### src/sv/ste_pkg.sv
// shared constants and types for the sorted table engine
package ste_pkg;

  localparam int unsigned DEF_CAPACITY = 256;
  localparam int unsigned VALUE_W      = 32;
  localparam int unsigned INDEX_W      = 8;
  localparam int unsigned COUNT_W      = 9;
  localparam int unsigned CMD_W        = 3;

  localparam logic [COUNT_W-1:0] CAP_RESET = 9'd256;

  localparam logic [CMD_W-1:0] CMD_INSERT       = 3'd0;
  localparam logic [CMD_W-1:0] CMD_GET          = 3'd1;
  localparam logic [CMD_W-1:0] CMD_FIND         = 3'd2;
  localparam logic [CMD_W-1:0] CMD_DELETE       = 3'd3;
  localparam logic [CMD_W-1:0] CMD_DELETE_VALUE = 3'd4;

  typedef enum logic [1:0] {
    ST_IDLE = 2'b01,
    ST_EXEC = 2'b10
  } state_t;

  typedef struct packed {
    logic               ins;
    logic               del_idx;
    logic               del_val;
    logic [VALUE_W-1:0] value;
  } ste_ctrl_t;

endpackage

### src/sv/ste_cell.sv
// one table cell: holds an entry, latches compare flags, shifts with its neighbors
module ste_cell import ste_pkg::*; #(
  parameter int unsigned IDX = 0,
  parameter int unsigned CW  = 9
) (
  input  logic               clk,
  input  logic               load,
  input  logic [VALUE_W-1:0] cmp_value,
  input  logic [INDEX_W-1:0] cmp_index,
  input  logic [CW-1:0]      count,
  input  ste_ctrl_t          ctrl,
  input  logic [VALUE_W-1:0] prev_value,
  input  logic               prev_le,
  input  logic               prev_eq,
  input  logic [VALUE_W-1:0] next_value,
  output logic [VALUE_W-1:0] value,
  output logic               le,
  output logic               eq,
  output logic               ins_mark,
  output logic               find_mark,
  output logic               hit
);

  logic [VALUE_W-1:0] value_r, value_nxt;
  logic               le_r, le_nxt;
  logic               eq_r, eq_nxt;
  logic               ge_r, ge_nxt;
  logic               idxge_r, idxge_nxt;
  logic               hit_r, hit_nxt;
  logic               valid;

  assign valid = 32'(IDX) < 32'(count);

  always_comb begin
    le_nxt    = valid && (value_r <= cmp_value);
    eq_nxt    = valid && (value_r == cmp_value);
    ge_nxt    = valid && (value_r >= cmp_value);
    idxge_nxt = 32'(IDX) >= 32'(cmp_index);
    hit_nxt   = 32'(IDX) == 32'(cmp_index);
  end

  always_comb begin
    value_nxt = value_r;
    if (ctrl.ins && !le_r) begin
      value_nxt = prev_le ? ctrl.value : prev_value;
    end else if (ctrl.del_idx && idxge_r) begin
      value_nxt = next_value;
    end else if (ctrl.del_val && ge_r) begin
      value_nxt = next_value;
    end
  end

  always_ff @(posedge clk) begin
    value_r <= value_nxt;
    if (load) begin
      le_r    <= le_nxt;
      eq_r    <= eq_nxt;
      ge_r    <= ge_nxt;
      idxge_r <= idxge_nxt;
      hit_r   <= hit_nxt;
    end
  end

  assign value     = value_r;
  assign le        = le_r;
  assign eq        = eq_r;
  assign ins_mark  = !le_r && prev_le;
  assign find_mark = eq_r && !prev_eq;
  assign hit       = hit_r;

endmodule

### config.mk
export PLATFORM = sky130hd
export DESIGN_NAME = ste_cell
export DESIGN_NICKNAME = d
export VERILOG_FILES = /design/src/sv/ste_pkg.sv /design/src/sv/ste_cell.sv
export SDC_FILE = /design/constraint.sdc
export NUM_CORES = 1
export LEC_CHECK = 0
export BUFFER_PORTS_ARGS = -buffer_cell sky130_fd_sc_hd__buf_2
export CAP_MARGIN = 10
export CORE_MARGIN = 2
export CORE_UTILIZATION = 40
export CTS_CLUSTER_SIZE = 24
export DETAILED_ROUTE_END_ITERATION = 8
export HOLD_SLACK_MARGIN = 0.02
export MAX_ROUTING_LAYER = met4
export PLACE_DENSITY = 0.76
export SLEW_MARGIN = 20
export SYNTH_ARGS = -nofsm -noshare
export SYNTH_HDL_FRONTEND = slang
export SYNTH_SLANG_ARGS = --single-unit
export TNS_END_PERCENT = 100
### constraint.sdc
create_clock -name clk -period 3.41 [get_ports clk]
set_input_delay 0.1705 -clock clk [delete_from_list [all_inputs] [get_ports clk]]
set_output_delay 0.1705 -clock clk [all_outputs]
set_load 0.005 [all_outputs]
==> results by stage <==
Critical path:
- The worst setup path is of the reg2reg kind.
- STA classifies the critical path startpoint as a register.
- The worst setup path is captured at a register.
- The critical path arrival is 2.31 ns.
- Of all nets on the critical path, the largest fanout is 4.
- For the worst flop-to-flop path, the logic depth is 6.
- The required time reported for the critical path endpoint is 3.53 ns.

Global routing:
- The number of global-route vias before repair was 2709.
- The first global-routing pass estimated 11700 µm of wire.
- The initial antenna violation count is 0.
- Entering global routing, the biggest net connects 45 pins.
- The remaining global-route overflow is 0.
- Across every metal layer, demand over resource in global routing totals 0.208.

Synthesis:
- Of all flip-flops after synthesis, the portion carrying an async set or reset was 0.
- The count of mapped cells out of synthesis is 275.
- The total of warnings raised by yosys is 0.
- The post-synthesis sequential area ratio is 0.409.
- Summing every instance area after synthesis gives 0.00265 mm².
- The number of nets in the synthesized netlist is 459.
- The synthesized flop and latch total is 36.
- The mean instance size in the synthesized netlist is 9.62 µm².
- Yosys mapped a number of flops with a built-in enable equal to 36.
- The synthesized netlist contains 31 unique library cells.
- The most used flip-flop cell after synthesis is edfxtp_1.

Placement:
- Input and output buffers added on the ports amount to 188.
- The half-perimeter wire length after detailed placement is 6130 µm.
- The placer congestion estimate is 0.804.
- The placement-stage cell area is 0.00366 mm².

STA:
- The clock period could shrink to 2.19 ns.
- The setup-violating endpoint count in the final report is 0.
- For the pin with the worst max-slew slack, the measured transition is 0.978 ns.
- The hold violation count in the final report was 0.
- The worst clock skew is 0.00756 ns.
- Derived from the worst setup path, the maximum achievable clock frequency is 457 MHz.
- After routing, the total negative slack on setup checks comes to 0 ns.
- The ratio of final minimum period to clock period is 0.642.
- Setup repair after global routing left no endpoint under its margin.
- The number of pins with negative max-slew slack in the final report was 0.
- The worst max-slew margin expressed relative to the limit is 0.348.

Die:
- The area of the core is 0.00639 mm².
- The total I/O pin count is 189.
- The floorplan die area is 0.00728 mm².
- The starting utilization of the core area is 0.414.
- In this run the vertical extent of the chip is 85.3 µm.
- The overall die width is 85.3 µm.
- After floorplanning, the core was divided into 29 placement rows.

Route:
- The number of detailed-route iterations in the first pass is 6.
- The first-iteration detailed-routing DRC count is 118.
- The remaining antenna violation count is 0.
- After detailed routing, the total wire length is 7420 µm.
- For this run, design rule violations remaining after detail routing come to 0.
- Using the TritonRoute via totals, the vias-per-cell ratio works out to 4.93.
- Dividing the detail-routed wire length by the instance count gives 13.8 µm.
- Detailed routing inserted a total of 2655 vias.

Cells and area:
- The area of all placed cells without fillers is 0.00374 mm².
- For this run, the post-layout net count is 645.
- In the final layout, the share of cells above drive strength 1 is 0.431.
- The area overhead of the layout relative to synthesis is 41.3%.
- The fill cell instance count of the final layout is 581.
- The repair_antennas step left the layout with diodes totalling 0.

Clocking:
- CTS built an H-tree with a depth of 2.
- The number of CTS-inserted buffers is 5.
- In this run, post-CTS repair resized a total of 0 instances.
- The maximum number of buffers from clock root to sink is 2.
- The clock latency on the worst-skew pair is 0.28 ns.
- The total setup buffers inserted after CTS is 0.
- For this design, the CTS-stage hold fixing added 0 buffers.
- The clock slew seen by the registers of the worst setup and hold paths is 0.08 ns.
- TritonCTS built the clock tree.
- The clock root buffer master is clkbuf_8.
- The number of clock sinks is 36.

Worst hold path:
- The worst hold path cell count is 1.
- The kind of path behind the tightest hold check is in2reg.

Power:
- The worst-case IR drop observed on VDD is 0.000188 V.
- The areal power density over the cells is 350 mW/mm².
- The leakage dissipation is 0.00202 µW.

Outcome:
- The flow ran to the end, and the final reports show no timing, DRC or antenna violations.

Job:
- Across the run, the number of max-cap violations was 0.
[synthesized netlist by cell type, types with 2 or more instances]
cell type / count / area (µm²)
nand4_1: 6 / 37.5
clkbuf_1: 8 / 30.0
mux2i_1: 32 / 320
buf_2: 3 / 15.0
a21oi_1: 11 / 55.1
nand2_1: 43 / 161
edfxtp_1: 36 / 1080
inv_1: 32 / 120
nor4_1: 5 / 31.3
or4_1: 2 / 15.0
nand3_1: 3 / 15.0
nor2_1: 6 / 22.5
nor2b_1: 4 / 25.0
o21ai_0: 36 / 180
ha_1: 32 / 400
[report_power, final]
group          internal [µW]  total (µW)  switching (µW)
sequential               568         601            32.4
combinational            204         414             210
clock                    142         295             153
[worst max-delay path, stage by stage, from the launching register on]
cell and delay [ns]:
edfxtp_1 0.40, ha_1 0.35, nand4_1 0.16, nor4_1 0.45
and4_1 0.32, nand2_1 0.09, a221oi_2 0.26
[layer usage]
| layer | track usage | part of all wire | vias up |
|---|---|---|---|
| met5 | - | 0 | - |
| met4 | 0.0866 | 0.024 | 0 |
| met3 | 0.0302 | 0.061 | 14 |
| met2 | 0.379 | 0.51 | 102 |
| li1 | - | - | 1359 |
| met1 | 0.225 | 0.40 | 1180 |
[cell type report]
class                           instances  area, µm²  area share
Clock buffer                            6       72.6      0.0194
Multi-Input combinational cell        196       1400       0.375
Clock inverter                          2       11.3     0.00301
Tap cell                               77       96.3      0.0258
Timing Repair Buffer                  190        956       0.256
Inverter                               32        120      0.0321
Sequential cell                        36       1080       0.289
[per-stage QoR]
stage                     setup WS (ns)  instances  hold slack (ns)   util  total power, µW
after global routing              0.943        539            0.137  0.586             1400
after floorplan                    1.32        275            0.283      -              821
final                              1.22        539            0.145  0.586             1310
after detailed placement           1.20        531            0.438  0.572             1030
after CTS                          1.18        539            0.133  0.586             1330
after global placement             1.31        531            0.444  0.572             1010
[registers in the layout, summed over array words and instances (netlist names)]
| register | flops |
|---|---|
| ge_r | 1 |
| value | 32 |
| idxge_r | 1 |
| eq | 1 |
| le | 1 |
[cell usage in the layout, fill, tap and decap left out, types with 3 or more instances in the layout]
master	netlist	final
a21oi_1	11	11
edfxtp_1	36	36
nor2b_1	4	4
buf_2	3	188
inv_1	32	32
o21ai_0	36	36
ha_1	32	32
clkbuf_8	0	5
nand4_1	6	6
nand2_1	43	43
nor2_1	6	6
mux2i_1	32	32
nor4_1	5	5
nand3_1	3	3
[logic make-up after synthesis]
group                      count (synthesis)  share of synthesized area
adders and majority gates                 32                      0.151
DFF                                       36                      0.409
and+or+nand+nor                           74                      0.130
AOI/OAI and AO/OA                         58                      0.127
muxes                                     32                      0.121
buffers and inverters                     43                     0.0624
[path summary, 6_finish.rpt]
path | from | to | slack, ns
setup / recovery | value[14]$_DFFE_PP_ | le$_DFFE_PP_ | 1.22
hold / removal | load | idxge_r$_DFFE_PP_ | 0.15
setup reg to reg | value[14]$_DFFE_PP_ | le$_DFFE_PP_ | 1.22
hold reg to reg | value[31]$_DFFE_PP_ | le$_DFFE_PP_ | 0.95
Note: power is estimated with default switching activity, not from simulation.
